### config.mk
export PLATFORM = sky130hd
export DESIGN_NAME = tiny_register_machine_execute
export DESIGN_NICKNAME = d
export VERILOG_FILES = /design/src/hw/rtl/trm_pkg.sv /design/src/hw/rtl/trm_divider.sv /design/src/hw/rtl/tiny_register_machine_execute.sv
export SDC_FILE = /design/constraint.sdc
export NUM_CORES = 2
export LEC_CHECK = 0
export BUFFER_PORTS_ARGS = -buffer_cell sky130_fd_sc_hd__buf_4
export CAP_MARGIN = 20
export CORE_MARGIN = 5
export CORE_UTILIZATION = 51
export CTS_BUF_LIST = sky130_fd_sc_hd__clkbuf_8 sky130_fd_sc_hd__clkbuf_16
export DETAILED_ROUTE_END_ITERATION = 16
export GPL_ROUTABILITY_DRIVEN = 0
export PLACE_DENSITY = 0.8
export SETUP_SLACK_MARGIN = 0.3
export SLEW_MARGIN = 10
export SYNTH_ARGS = -nofsm -noshare
export SYNTH_HDL_FRONTEND = slang
export SYNTH_HIERARCHICAL = 1
export SYNTH_SLANG_ARGS = --single-unit
### constraint.sdc
create_clock -name aclk -period 7.8 [get_ports aclk]
set_clock_uncertainty 0.1 [all_clocks]
set_input_delay 1.17 -clock aclk [delete_from_list [all_inputs] [get_ports aclk]]
set_output_delay 1.17 -clock aclk [all_outputs]
set_load 0.05 [all_outputs]
### src/hw/rtl/trm_pkg.sv
`timescale 1ns / 1ps

package trm_pkg;

    localparam int DATA_W      = 32;
    localparam int DIV_STEPS   = 32;
    localparam int DIV_CNT_W   = $clog2(DIV_STEPS);

    localparam int CFG_IDX_W   = 8;
    localparam int CFG_DATA_W  = 11;
    localparam int S_TDATA_W   = 112;
    localparam int M_TDATA_W   = 56;

    localparam logic [CFG_IDX_W-1:0] CFG_REG_COUNT  = 8'd0;
    localparam logic [CFG_IDX_W-1:0] CFG_PROG_LEN   = 8'd1;

    localparam logic [4:0]  REG_COUNT_RST     = 5'd16;
    localparam logic [10:0] PROG_LEN_RST      = 11'd1024;
    localparam int          STACK_LIMIT_RST   = 5;

    localparam logic [4:0] OP_ADD_REG   = 5'd0;
    localparam logic [4:0] OP_ADD_CTE   = 5'd1;
    localparam logic [4:0] OP_SUB_REG   = 5'd2;
    localparam logic [4:0] OP_SUB_CTE   = 5'd3;
    localparam logic [4:0] OP_MUL_REG   = 5'd4;
    localparam logic [4:0] OP_MUL_CTE   = 5'd5;
    localparam logic [4:0] OP_DIV_REG   = 5'd6;
    localparam logic [4:0] OP_DIV_CTE   = 5'd7;
    localparam logic [4:0] OP_LOAD      = 5'd8;
    localparam logic [4:0] OP_HALT      = 5'd9;
    localparam logic [4:0] OP_SET_LIMIT = 5'd10;
    localparam logic [4:0] OP_JUMP      = 5'd11;
    localparam logic [4:0] OP_BEQ       = 5'd12;
    localparam logic [4:0] OP_BNE       = 5'd13;
    localparam logic [4:0] OP_BLT       = 5'd14;
    localparam logic [4:0] OP_CALL      = 5'd15;
    localparam logic [4:0] OP_RET       = 5'd16;

    localparam logic [2:0] ERR_NONE      = 3'd0;
    localparam logic [2:0] ERR_BAD_REG   = 3'd1;
    localparam logic [2:0] ERR_BAD_LABEL = 3'd2;
    localparam logic [2:0] ERR_DIV_ZERO  = 3'd3;
    localparam logic [2:0] ERR_OVERFLOW  = 3'd4;
    localparam logic [2:0] ERR_EMPTY     = 3'd5;

    typedef struct packed {
        logic              start;
        logic [DATA_W-1:0] dividend;
        logic [DATA_W-1:0] divisor;
    } trm_div_req_t;

    typedef struct packed {
        logic              done;
        logic [DATA_W-1:0] quotient;
    } trm_div_sts_t;

endpackage

### src/hw/rtl/trm_divider.sv
`timescale 1ns / 1ps

module trm_divider
    import trm_pkg::*;
(
    input  logic         aclk,
    input  logic         aresetn,
    input  trm_div_req_t req,
    output trm_div_sts_t sts
);

    typedef enum logic [1:0] {
        DV_IDLE = 2'b01,
        DV_RUN  = 2'b10
    } dv_state_t;

    dv_state_t            st_reg, st_next;
    logic [DIV_CNT_W-1:0] cnt_reg, cnt_next;
    logic                 done_reg, done_next;
    logic [DATA_W-1:0]    rem_reg, rem_next;
    logic [DATA_W-1:0]    quo_reg, quo_next;
    logic [DATA_W-1:0]    den_reg, den_next;
    logic                 neg_reg, neg_next;

    logic [DATA_W:0]      rem_sh;
    logic [DATA_W:0]      diff;
    logic [DATA_W-1:0]    mag_a;
    logic [DATA_W-1:0]    mag_b;

    always_comb begin
        mag_a = req.dividend[DATA_W-1] ? DATA_W'(0) - req.dividend : req.dividend;
        mag_b = req.divisor[DATA_W-1] ? DATA_W'(0) - req.divisor : req.divisor;
        rem_sh = {rem_reg, quo_reg[DATA_W-1]};
        diff = rem_sh - {1'b0, den_reg};

        st_next   = st_reg;
        cnt_next  = cnt_reg;
        done_next = 1'b0;
        rem_next  = rem_reg;
        quo_next  = quo_reg;
        den_next  = den_reg;
        neg_next  = neg_reg;

        unique case (st_reg)
            DV_IDLE: begin
                if (req.start) begin
                    st_next  = DV_RUN;
                    cnt_next = DIV_CNT_W'(DIV_STEPS - 1);
                    rem_next = '0;
                    quo_next = mag_a;
                    den_next = mag_b;
                    neg_next = req.dividend[DATA_W-1] ^ req.divisor[DATA_W-1];
                end
            end
            DV_RUN: begin
                if (!diff[DATA_W]) begin
                    rem_next = diff[DATA_W-1:0];
                end else begin
                    rem_next = rem_sh[DATA_W-1:0];
                end
                quo_next = {quo_reg[DATA_W-2:0], ~diff[DATA_W]};
                cnt_next = cnt_reg - DIV_CNT_W'(1);
                if (cnt_reg == '0) begin
                    st_next   = DV_IDLE;
                    done_next = 1'b1;
                end
            end
            default: begin
                st_next = DV_IDLE;
            end
        endcase
    end

    always_ff @(posedge aclk) begin
        if (!aresetn) begin
            st_reg   <= DV_IDLE;
            done_reg <= 1'b0;
            cnt_reg  <= '0;
        end else begin
            st_reg   <= st_next;
            done_reg <= done_next;
            cnt_reg  <= cnt_next;
        end
    end

    always_ff @(posedge aclk) begin
        rem_reg <= rem_next;
        quo_reg <= quo_next;
        den_reg <= den_next;
        neg_reg <= neg_next;
    end

    assign sts.done     = done_reg;
    assign sts.quotient = neg_reg ? DATA_W'(0) - quo_reg : quo_reg;

endmodule

### src/hw/rtl/tiny_register_machine_execute.sv
`timescale 1ns / 1ps
// execute stage of a small register machine, one fetched instruction per
// s_ transfer and one result per m_ transfer, in the same order.
// s_tdata carries opcode, target, first_operand, second_operand and
// jump_address; m_tdata carries next_pc, reg_written, written_index,
// written_value, halted and error_code.
// the cfg channel writes register_count (index 0) and program_length
// (index 1); it is always ready; the user must write it only while no
// instruction is in flight, as the block itself does not enforce this.
// after the s_ transfer the instruction passes through execute and output
// load, with a division going through the 32-step serial divider between
// them; s_tready is low from the transfer until the result is loaded into
// the output register, so the block takes no new instruction before then,
// and the load waits while a stalled receiver still holds the last result.
// the register file and the return stack are local memories with
// registered reads; the register file carries a valid bit per entry.
// reset clears the register file valid bits, program counter, stack count
// and halt flag, and sets the stack limit to 5 and the config to its defaults.
// a stalled receiver holds the result in m_tdata; the next instruction may
// still be taken and waits in the output stage until the register frees.

module tiny_register_machine_execute
    import trm_pkg::*;
#(
    parameter int REG_DEPTH     = 16,
    parameter int PROGRAM_DEPTH = 1024,
    parameter int STACK_DEPTH   = 16
) (
    input  logic                  aclk,
    input  logic                  aresetn,
    // opcode, target, first_operand, second_operand, jump_address
    input  logic [S_TDATA_W-1:0]  s_tdata,
    input  logic                  s_tvalid,
    output logic                  s_tready,
    // next_pc, reg_written, written_index, written_value, halted, error_code
    output logic [M_TDATA_W-1:0]  m_tdata,
    output logic                  m_tvalid,
    input  logic                  m_tready,
    input  logic [CFG_IDX_W-1:0]  cfg_index,
    input  logic [CFG_DATA_W-1:0] cfg_data,
    input  logic                  cfg_valid,
    output logic                  cfg_ready
);

    localparam int RI_W = (REG_DEPTH > 1) ? $clog2(REG_DEPTH) : 1;
    localparam int PC_W = $clog2(PROGRAM_DEPTH);
    localparam int SC_W = $clog2(STACK_DEPTH + 1);
    localparam int SA_W = (STACK_DEPTH > 1) ? $clog2(STACK_DEPTH) : 1;
    localparam int LIM_RST = (STACK_LIMIT_RST < STACK_DEPTH) ? STACK_LIMIT_RST : STACK_DEPTH;

    typedef enum logic [3:0] {
        ST_IDLE = 4'b0001,
        ST_EXEC = 4'b0010,
        ST_DIV  = 4'b0100,
        ST_OUT  = 4'b1000
    } state_t;

    state_t st_reg, st_next;

    logic [PC_W-1:0]   pc_reg;
    logic              stopped_reg;
    logic [SC_W-1:0]   stk_cnt_reg;
    logic [SC_W-1:0]   stk_lim_reg;
    logic [4:0]        reg_cnt_reg;
    logic [10:0]       prog_len_reg;
    logic              m_valid_reg;
    logic [REG_DEPTH-1:0] rf_vld_reg;

    logic [4:0]        op_reg;
    logic [DATA_W-1:0] t_reg, a_reg, b_reg;
    logic [10:0]       lab_reg;

    logic [DATA_W-1:0] rf_mem [REG_DEPTH];
    logic [PC_W-1:0]   stk_mem [STACK_DEPTH];
    logic [DATA_W-1:0] rd0_reg, rd1_reg;
    logic              rd0_vld_reg, rd1_vld_reg;
    logic [PC_W-1:0]   stk_rd_reg;

    logic [PC_W-1:0]   res_pc_reg;
    logic              res_wr_reg;
    logic [RI_W-1:0]   res_idx_reg;
    logic [DATA_W-1:0] res_val_reg;
    logic              res_halt_reg;
    logic [2:0]        res_err_reg;
    logic              res_push_reg, res_pop_reg, res_setlim_reg;
    logic [SC_W-1:0]   res_lim_reg;
    logic [M_TDATA_W-1:0] m_data_reg;

    logic [4:0]        s_op;
    logic [DATA_W-1:0] s_t, s_a, s_b;
    logic [RI_W-1:0]   ra0, ra1;
    logic [SC_W-1:0]   stk_cnt_m1;
    logic              s_fire, commit;

    logic              reg_f, cte_f, cmp_f, div_op, need_t, need_a, need_lab;
    logic [DATA_W-1:0] rlim, plim, lab32, x, r1, yy, prod;
    logic              t_ok, a_ok, b_ok, lab_ok, t_low;
    logic [PC_W-1:0]   pc_inc, lab_pc;

    logic [2:0]        ex_err;
    logic [PC_W-1:0]   ex_pc;
    logic              ex_wr, ex_halt, ex_push, ex_pop, ex_setlim, ex_div;
    logic [DATA_W-1:0] ex_val;
    logic [SC_W-1:0]   ex_lim;

    logic [DATA_W-1:0] pc32, idx32;

    trm_div_req_t div_req;
    trm_div_sts_t div_sts;

    assign s_op = s_tdata[4:0];
    assign s_t  = s_tdata[36:5];
    assign s_a  = s_tdata[68:37];
    assign s_b  = s_tdata[100:69];

    assign s_tready  = (st_reg == ST_IDLE);
    assign s_fire    = s_tvalid && s_tready;
    assign commit    = (st_reg == ST_OUT) && (!m_valid_reg || m_tready);
    assign cfg_ready = 1'b1;
    assign m_tvalid  = m_valid_reg;
    assign m_tdata   = m_data_reg;

    assign ra0 = s_a[RI_W-1:0];
    assign ra1 = (s_op == OP_BEQ || s_op == OP_BNE || s_op == OP_BLT) ?
                 s_t[RI_W-1:0] : s_b[RI_W-1:0];
    assign stk_cnt_m1 = stk_cnt_reg - SC_W'(1);

    // instruction decode and checks
    always_comb begin
        reg_f = (op_reg == OP_ADD_REG || op_reg == OP_SUB_REG ||
                 op_reg == OP_MUL_REG || op_reg == OP_DIV_REG);
        cte_f = (op_reg == OP_ADD_CTE || op_reg == OP_SUB_CTE ||
                 op_reg == OP_MUL_CTE || op_reg == OP_DIV_CTE);
        cmp_f = (op_reg == OP_BEQ || op_reg == OP_BNE || op_reg == OP_BLT);
        div_op = (op_reg == OP_DIV_REG || op_reg == OP_DIV_CTE);
        need_t = reg_f || cte_f || cmp_f || (op_reg == OP_LOAD);
        need_a = reg_f || cte_f || cmp_f;
        need_lab = cmp_f || (op_reg == OP_JUMP) || (op_reg == OP_CALL);

        rlim = (DATA_W'(reg_cnt_reg) < DATA_W'(REG_DEPTH)) ?
               DATA_W'(reg_cnt_reg) : DATA_W'(REG_DEPTH);
        plim = (DATA_W'(prog_len_reg) < DATA_W'(PROGRAM_DEPTH)) ?
               DATA_W'(prog_len_reg) : DATA_W'(PROGRAM_DEPTH);
        lab32 = DATA_W'(lab_reg[9:0]);
        lab_pc = lab32[PC_W-1:0];

        t_ok   = !t_reg[DATA_W-1] && (t_reg < rlim);
        a_ok   = !a_reg[DATA_W-1] && (a_reg < rlim);
        b_ok   = !b_reg[DATA_W-1] && (b_reg < rlim);
        lab_ok = !lab_reg[10] && (lab32 < plim);
        t_low  = t_reg[DATA_W-1] || (t_reg < DATA_W'(stk_cnt_reg));

        x  = rd0_vld_reg ? rd0_reg : '0;
        r1 = rd1_vld_reg ? rd1_reg : '0;
        yy = reg_f ? r1 : b_reg;
        prod = x * yy;

        pc_inc = (pc_reg == PC_W'(PROGRAM_DEPTH - 1)) ? '0 : pc_reg + PC_W'(1);
    end

    always_comb begin
        ex_err    = ERR_NONE;
        ex_pc     = pc_reg;
        ex_wr     = 1'b0;
        ex_val    = '0;
        ex_halt   = stopped_reg;
        ex_push   = 1'b0;
        ex_pop    = 1'b0;
        ex_setlim = 1'b0;
        ex_lim    = stk_lim_reg;
        ex_div    = 1'b0;
        if (!stopped_reg) begin
            priority if (need_t && !t_ok) begin
                ex_err = ERR_BAD_REG;
            end else if (need_a && !a_ok) begin
                ex_err = ERR_BAD_REG;
            end else if (reg_f && !b_ok) begin
                ex_err = ERR_BAD_REG;
            end else if (need_lab && !lab_ok) begin
                ex_err = ERR_BAD_LABEL;
            end else if (div_op && yy == '0) begin
                ex_err = ERR_DIV_ZERO;
            end else if (op_reg == OP_SET_LIMIT && t_low) begin
                ex_err = ERR_OVERFLOW;
            end else if (op_reg == OP_CALL && stk_cnt_reg >= stk_lim_reg) begin
                ex_err = ERR_OVERFLOW;
            end else if (op_reg == OP_RET && stk_cnt_reg == '0) begin
                ex_err = ERR_EMPTY;
            end else begin
                ex_err = ERR_NONE;
            end

            if (ex_err == ERR_NONE) begin
                unique case (op_reg)
                    OP_ADD_REG, OP_ADD_CTE: begin
                        ex_wr = 1'b1; ex_val = x + yy; ex_pc = pc_inc;
                    end
                    OP_SUB_REG, OP_SUB_CTE: begin
                        ex_wr = 1'b1; ex_val = x - yy; ex_pc = pc_inc;
                    end
                    OP_MUL_REG, OP_MUL_CTE: begin
                        ex_wr = 1'b1; ex_val = prod; ex_pc = pc_inc;
                    end
                    OP_DIV_REG, OP_DIV_CTE: begin
                        ex_wr = 1'b1; ex_div = 1'b1; ex_pc = pc_inc;
                    end
                    OP_LOAD: begin
                        ex_wr = 1'b1; ex_val = a_reg; ex_pc = pc_inc;
                    end
                    OP_HALT: begin
                        ex_halt = 1'b1;
                    end
                    OP_SET_LIMIT: begin
                        ex_setlim = 1'b1;
                        ex_lim = (t_reg > DATA_W'(STACK_DEPTH)) ?
                                 SC_W'(STACK_DEPTH) : t_reg[SC_W-1:0];
                        ex_pc = pc_inc;
                    end
                    OP_JUMP: begin
                        ex_pc = lab_pc;
                    end
                    OP_BEQ: begin
                        ex_pc = (r1 == x) ? lab_pc : pc_inc;
                    end
                    OP_BNE: begin
                        ex_pc = (r1 != x) ? lab_pc : pc_inc;
                    end
                    OP_BLT: begin
                        ex_pc = ($signed(r1) < $signed(x)) ? lab_pc : pc_inc;
                    end
                    OP_CALL: begin
                        ex_push = 1'b1; ex_pc = lab_pc;
                    end
                    OP_RET: begin
                        ex_pop = 1'b1; ex_pc = stk_rd_reg;
                    end
                    default: begin
                        ex_pc = pc_inc;
                    end
                endcase
            end else begin
                ex_halt = 1'b1;
            end
        end
    end

    assign div_req.start    = (st_reg == ST_EXEC) && ex_div;
    assign div_req.dividend = x;
    assign div_req.divisor  = yy;

    trm_divider u_div (
        .aclk    (aclk),
        .aresetn (aresetn),
        .req     (div_req),
        .sts     (div_sts)
    );

    always_comb begin
        st_next = st_reg;
        unique case (st_reg)
            ST_IDLE: if (s_fire) st_next = ST_EXEC;
            ST_EXEC: st_next = ex_div ? ST_DIV : ST_OUT;
            ST_DIV:  if (div_sts.done) st_next = ST_OUT;
            ST_OUT:  if (commit) st_next = ST_IDLE;
            default: st_next = ST_IDLE;
        endcase
    end

    always_ff @(posedge aclk) begin
        if (!aresetn) begin
            st_reg       <= ST_IDLE;
            pc_reg       <= '0;
            stopped_reg  <= 1'b0;
            stk_cnt_reg  <= '0;
            stk_lim_reg  <= SC_W'(LIM_RST);
            reg_cnt_reg  <= REG_COUNT_RST;
            prog_len_reg <= PROG_LEN_RST;
            m_valid_reg  <= 1'b0;
            rf_vld_reg   <= '0;
        end else begin
            st_reg <= st_next;
            if (cfg_valid && cfg_index == CFG_REG_COUNT) begin
                reg_cnt_reg <= cfg_data[4:0];
            end
            if (cfg_valid && cfg_index == CFG_PROG_LEN) begin
                prog_len_reg <= cfg_data;
            end
            if (m_valid_reg && m_tready && !commit) begin
                m_valid_reg <= 1'b0;
            end
            if (commit) begin
                m_valid_reg <= 1'b1;
                pc_reg      <= res_pc_reg;
                stopped_reg <= res_halt_reg;
                if (res_wr_reg) begin
                    rf_vld_reg[res_idx_reg] <= 1'b1;
                end
                if (res_push_reg) begin
                    stk_cnt_reg <= stk_cnt_reg + SC_W'(1);
                end
                if (res_pop_reg) begin
                    stk_cnt_reg <= stk_cnt_m1;
                end
                if (res_setlim_reg) begin
                    stk_lim_reg <= res_lim_reg;
                end
            end
        end
    end

    always_ff @(posedge aclk) begin
        if (s_fire) begin
            op_reg  <= s_op;
            t_reg   <= s_t;
            a_reg   <= s_a;
            b_reg   <= s_b;
            lab_reg <= s_tdata[111:101];
        end
        if (st_reg == ST_EXEC) begin
            res_pc_reg     <= ex_pc;
            res_wr_reg     <= ex_wr;
            res_idx_reg    <= ex_wr ? t_reg[RI_W-1:0] : '0;
            res_val_reg    <= ex_val;
            res_halt_reg   <= ex_halt;
            res_err_reg    <= ex_err;
            res_push_reg   <= ex_push;
            res_pop_reg    <= ex_pop;
            res_setlim_reg <= ex_setlim;
            res_lim_reg    <= ex_lim;
        end
        if (st_reg == ST_DIV && div_sts.done) begin
            res_val_reg <= div_sts.quotient;
        end
        if (commit) begin
            m_data_reg <= {5'b0, res_err_reg, res_halt_reg, res_val_reg,
                           idx32[3:0], res_wr_reg, pc32[9:0]};
        end
    end

    assign pc32  = DATA_W'(res_pc_reg);
    assign idx32 = DATA_W'(res_idx_reg);

    // register file and return stack
    always_ff @(posedge aclk) begin
        if (commit && res_wr_reg) begin
            rf_mem[res_idx_reg] <= res_val_reg;
        end
        rd0_reg     <= rf_mem[ra0];
        rd1_reg     <= rf_mem[ra1];
        rd0_vld_reg <= rf_vld_reg[ra0];
        rd1_vld_reg <= rf_vld_reg[ra1];
    end

    always_ff @(posedge aclk) begin
        if (commit && res_push_reg) begin
            stk_mem[stk_cnt_reg[SA_W-1:0]] <= pc_inc;
        end
        stk_rd_reg <= stk_mem[stk_cnt_m1[SA_W-1:0]];
    end

    a_err_halts: assert property (@(posedge aclk) disable iff (!aresetn)
        (m_valid_reg && m_data_reg[50:48] != ERR_NONE) |-> (m_data_reg[47] && !m_data_reg[10]))
        else $error("error result without halt or with a register write");

    a_stack_bound: assert property (@(posedge aclk) disable iff (!aresetn)
        (stk_cnt_reg <= stk_lim_reg) && (stk_lim_reg <= SC_W'(STACK_DEPTH)))
        else $error("stack count above limit");

    a_div_clean: assert property (@(posedge aclk) disable iff (!aresetn)
        (st_reg == ST_DIV) |-> (res_err_reg == ERR_NONE && res_wr_reg && !res_halt_reg))
        else $error("divider running for a faulted instruction");

    a_halt_sticks: assert property (@(posedge aclk) disable iff (!aresetn)
        stopped_reg |=> stopped_reg)
        else $error("halt flag cleared");

endmodule

# Word-level counts from Yosys, hierarchy flattened
# Memories as Yosys holds them, arrays and structs flattened. A register that Yosys moved wholly into a read port is not among the register bits.
# Cells that the tools add are included.
# op_classes
eq_ne,34
n_addsub,10
reduce_logical,76
bitwise_logic,4
multipliers,1
magnitude_cmp,14
mux,74
# ops
op,n
$mux W32,12
$lt A32 B5 Y1,4
$pmux W32 S2,2
$pmux W32 S4,1
$sub A1 B32 Y32 const A,3
$mux W10,6
$pmux W10 S6,1
$eq A5 B4 Y1 const B,11
$mux W5,8
$sub A33 B32 Y33,1
$add A32 B32 Y32,1
$eq A32 B32 Y1,1
$gt A32 B5 Y1 const B,1
$logic_not A32 Y1,1
$lt A32 B32 Y1,1
$mul A32 B32 Y32,1
$ne A32 B32 Y1,1
$sub A32 B32 Y32,1
$mux W31,1
$mux W3,9
$logic_and A1 B1 Y1,23
$eq A5 B3 Y1 const B,4
$mux W1,20
$mux W4,5
other kinds (42),94
# word_totals
mem_count,2
inputBits,136
ram_bits,672
regBits,387
output_inout_bits,59
# memory_table
name,depth,word_bits,read_ports,rd_ports_with_merged_regs,wr,line,text
rf_mem,16,32,2,2,1,tiny_register_machine_execute.sv:73,logic [DATA_W-1:0] rf_mem [REG_DEPTH];
stk_mem,16,10,1,1,1,tiny_register_machine_execute.sv:74,logic [PC_W-1:0] stk_mem [STACK_DEPTH];

# Depth between registers and ports, before layout
# logic_depth
depth_word,19
ltp_mapped,34
ltp_nobuf,31

# By module
# Netlist, hierarchy kept.
# modules_own_cells
module,seq_area_each_um2,area_each_um2,n_inst,cells_each
tiny_register_machine_execute,29528.3,62560.0,1,5243
trm_divider,3072.9,7810.0,1,829

# Least setup slack after synthesis
# OpenSTA, ideal clock, no wires.
# synth_path
path_kind,reg-to-reg
startpoint,register op_reg[0]
endpoint,register res_val_reg[30] (data pin)
path_stages_with_launch,31
required_ns,7.432
path_slack_ns,-0.710
arrival_ns,8.141
synth_period_minus_slack_ns,8.510
setup_time_ns,0.268
path_cell_list,edfxtp_1 -> buf_6 -> or3_1 -> buf_2 -> buf_6 -> nand2_1 -> a21boi_1 -> clkbuf_1 -> nor2_1 -> fa_1 -> inv_1 -> fa_1 -> fa_1 -> fa_1 -> fa_1 -> inv_1 -> fa_1 -> fa_1 -> inv_1 -> fa_1 -> inv_1 -> ha_1 -> nand4_1 -> or4b_2 -> o31ai_1 -> nor2_1 -> a21oi_1 -> o41ai_1 -> mux2i_1 -> a211oi_1 -> o21ai_0
# synth_between
elab_chain_len,18
elab_cells_between_ends,61
cone_classes,2 x add/sub; 1 x mul; 15 x eq/ne; 15 x mux; 28 x reduce/logical
# synth_lines
element,line,text
"start, declared",tiny_register_machine_execute.sv:69,logic [4:0] op_reg;
"start signal, assigned",tiny_register_machine_execute.sv:313,op_reg <= s_op;
branches (longest 14 deep; another with $mul A32 B32 Y32),--,
$mux W32 (*),tiny_register_machine_execute.sv:193,if (ex_err == ERR_NONE) begin
$mux W32 (*),tiny_register_machine_execute.sv:172,if (!stopped_reg) begin
$mux W32 (*),tiny_register_machine_execute.sv:319,if (st_reg == ST_EXEC) begin
$mux W32 (*),tiny_register_machine_execute.sv:331,if (st_reg == ST_DIV && div_sts.done) begin
"end signal, assigned",tiny_register_machine_execute.sv:323,res_val_reg <= ex_val;
"end signal, assigned",tiny_register_machine_execute.sv:332,res_val_reg <= div_sts.quotient;
"end, declared",tiny_register_machine_execute.sv:82,logic [DATA_W-1:0] res_val_reg;
# Mark *: on every way between the ends. The select of a mux whose other input is x is not followed.
# A chain may end at the register's enable or synchronous reset.

# Worst setup path in the final report
# layout_path
startpoint,register op_reg[3]
endpoint,register res_val_reg[31] (data pin)
# The elaborated chain is that of the path after synthesis.

==> impl_metrics.yaml <==
worst_setup_path:
  r2r_cells: 31
  reg2reg_from: "op_reg[3]"
  cpPeakStageDelay_ps: 580
  r2r_end: "res_val_reg[31]"
  r2r_slack_ps: -450
  arrival_ps: 8580
  cp-start-kind: "register"
  worst_setup_path_end_kind: "register"
  cp_data_required_time_ps: 8130
  path_max_fanout: 8
  worst-path-buf-inv: 9
  cpMaxStageDelayCell: "fa_1"
  cp_common_cell: "fa_1"
  path_class: "register to register"
  cp_top_family: "adder cells"
synthesis:
  synth_adder_area_share_pct: 16.3
  synthMuxAreaShare_pct: 8.08
  synth_area_leaders: "edfxtp_1, fa_1, mux4_2, ha_1, dfxtp_1"
  synth.top_cell.area_share_pct: 42.3
  synth_top_family_by_area: "adder cells"
  synth-seq-cells: 1133
  netlist_area_um2: 70400
  synth_edf_count: 991
  synth_cell_types: 95
  synth-main-ff-cell: "edfxtp_1"
  yosys.area_share.simple_pct: 11.3
  yosys.area_share.xor_xnor_pct: 3.35
  synth.largest_area_cell: "edfxtp_1"
  synth-compound-area-share_pct: 9.41
  yosysWarnings: 6
  netlist_instances: 6072
  avgSynthCellArea_um2: 11.6
  ys_async_sr_fraction_pct: 0
  yosysSeqAreaShare_pct: 46.3
sta:
  setup_viol: 19
  drv_slew: 0
  setup-tns-final_ps: -4310
  period_needed_ps: 8250
  fmax_mhz: 121
  finalHoldViolations: 0
  finalWorstSetupSlack_ps: -451
  worstMarginPinSlew_ps: 1200
  rsz0062_at_grt: "true"
  fin_crit_sh_pct: 106
  relSlewSlack_pct: 19.5
drt:
  drt-initial-drc-count: 8070
  remaining_drc_errors: 0
  postRouteAntennaNets: 0
  wl_um: 227000
  firstDrtPassIters: 7
  viasPerCell: 6.42
  wl_per_cell_um: 27.0
  vias: 53900
power_and_ir_drop:
  power_density_nw_per_um2: 207
  leakage_nw: 31.2
  max-vdd-ir-drop_uv: 217
  total_power_w: 0.0170
min_path:
  min-delay-path-class: "register to register"
  min_path_cells: 0
  min_from: "res_err_reg[2]"
  holdPathEnd: "m_tdata[50]"
clock_network:
  tritoncts: "yes"
  cts_htree_levels: 3
  clk_pin_slew_worst_paths_ps: 70
  cts.sink_count: 1133
  clock-root-buffer: "clkbuf_16"
  cts_max_path_buffers: 3
  clock_latency_ps: 760
  numCtsBuffers: 114
  postCtsHoldBufs: 0
outcome:
  status: "finished, violations left"
  violations: "setup timing"
layout:
  area_growth_pct: 16.5
  drive_gt1_share_pct: 19.5
  top_register: "rf_mem"
  fin_nets: 7292
  instances_no_fill: 8390
  fin_util_pct: 59.7
  largest_reg_flops: 512
placed_design:
  dp.cells: 8119
  hpwlAfterDp_um: 155000
  port_buffers: 188
floorplan:
  start_util_pct: 51.2
  dieArea_um2: 146000
  core_area_um2: 137000
  boundaryPins: 195
  num_rows: 136
  die_h_um: 381
  die_width_um: 381
global_routing:
  antenna_found_initial: 20
  grt_pass1_wl_um: 335000
  grt_max_degree: 143
  grt_pass1_vias: 54400
  grt_overflow: 0
  track_usage_pct: 30.4
job:
  drv_cap: 0
[area by class of cell]
type | instances | area [µm²]
fillers | 10100 | 55300
diodes | 11 | 27.5
clock buffers | 123 | 2980
clock inverters | 92 | 1210
inverters | 614 | 2320
well taps | 1794 | 2240
multi-input cells | 3995 | 35200
repair buffers | 628 | 5350
flip-flops and latches | 1133 | 32600
[how the worst max path moves through the flow]
stage | from | endpoint | slack [ps] | cells past startpoint
2_1_floorplan | op_reg[3] | res_val_reg[30] | -20 | 31
3_3_place_gp | op_reg[3] | res_val_reg[31] | -380 | 28
3_5_place_dp | op_reg[3] | res_val_reg[31] | -490 | 29
4_1_cts | op_reg[4] | res_val_reg[31] | -320 | 28
5_1_grt | op_reg[3] | res_val_reg[30] | -640 | 29
6_report | op_reg[3] | res_val_reg[31] | -450 | 31
[synthesized netlist by cell type (all sizes together), types with 9 or more instances]
cell type and n:
nand4 34, nor2b 16, or3 17, a211oi 184, o31ai 32, nor4 36
nand3b 12, a21oi 207, xnor2 183, clkinv 15, dfxtp 142, o21bai 15
ha 260, a21boi 13, mux2i 74, and2 191, nand2 712, nor3 42
a221oi 10, nor2 561, o21a 16, edfxtp 991, nand2b 39, mux4 215
and3 19, nor4b 9, inv 599, fa 410, or4 19, a222oi 24
clkbuf 269, xor2 76, a21o 45, o21ai 195, buf 65, a31oi 91
a22oi 9, a311oi 67, nand3 53, o41ai 14
[per-layer routing]
layer | vias up | track usage, % | share of wire, %
met5 | - | 0 | 0.032
met4 | 12 | 21.2 | 8.8
met3 | 1239 | 10.3 | 14
met2 | 4180 | 46.4 | 44
met1 | 26100 | 36.6 | 33
li1 | 22300 | - | -
[kinds of logic after synthesis]
| family | after synthesis |
|---|---|
| compound gates | 982 |
| xor+xnor | 263 |
| fa+ha+maj | 670 |
| buf+inv | 948 |
| flops | 1133 |
| mux | 297 |
| other cells | 2 |
| simple gates | 1777 |
[cell usage in the layout (no fill, tap or decap), types with 16 or more instances in the layout]
cell type	netlist	layout
ha_4	0	23
fa_1	410	396
ha_1	260	233
o21a_1	16	16
nor3_1	40	32
buf_6	4	24
dfxtp_1	142	141
a21oi_2	0	16
nand2_1	712	707
o21ai_0	184	162
o31ai_1	27	26
a21oi_1	207	190
nand2b_1	39	39
bufinv_16	0	24
inv_2	8	28
a311oi_1	67	67
buf_12	1	39
mux4_2	215	215
a31oi_1	91	90
buf_4	10	559
nor4_1	34	32
inv_1	591	582
xnor2_1	183	177
nand3_1	53	52
nor2_1	560	529
nand4_1	34	34
nor2_4	0	20
edfxtp_1	991	991
clkinv_1	15	24
mux2i_1	70	59
clkinv_2	0	23
o21ai_1	8	21
a211oi_1	184	183
a222oi_1	24	24
a21o_1	45	45
clkbuf_16	0	114
and2_1	191	189
xor2_1	76	71
and3_1	19	19
[worst reg2reg max path: cells and delay by family, from the launching register on]
kind                       cells  cell delay (ps)
buffers and inverters          9              900
muxes                          1              330
adders and majority gates      9             3790
DFF                            1              450
and+or+nand+nor                3              730
xor gates and xnor gates       1              140
AOI/OAI and AO/OA              8             1500
[stage by stage]
stage | area (µm²) | hold slack (ps) | setup slack (ps)
2_1_floorplan | 70900 | 300 | -15.7
3_3_place_gp | 76700 | 303 | -383
3_5_place_dp | 76700 | 312 | -485
4_1_cts | 81400 | 326 | -318
5_1_grt | 82000 | 334 | -639
6_report | 82000 | 333 | -451
[power breakdown]
group          switching, W  leakage [nW]  internal, W
Clock               0.00251          2.09      0.00357
Sequential         0.000383          9.99      0.00702
Combinational       0.00220          19.1      0.00130
Total               0.00509          31.2       0.0119
[timing repair]
item | 4_1_cts | 5_1_grt
buffers inserted | 11 | 16
pin swaps | 41 | 39
endpoints found under the setup margin | 22 | 23
cloned | 2 | 0
resized for setup | 80 | 65
Note: power is estimated with default switching activity, not from simulation.
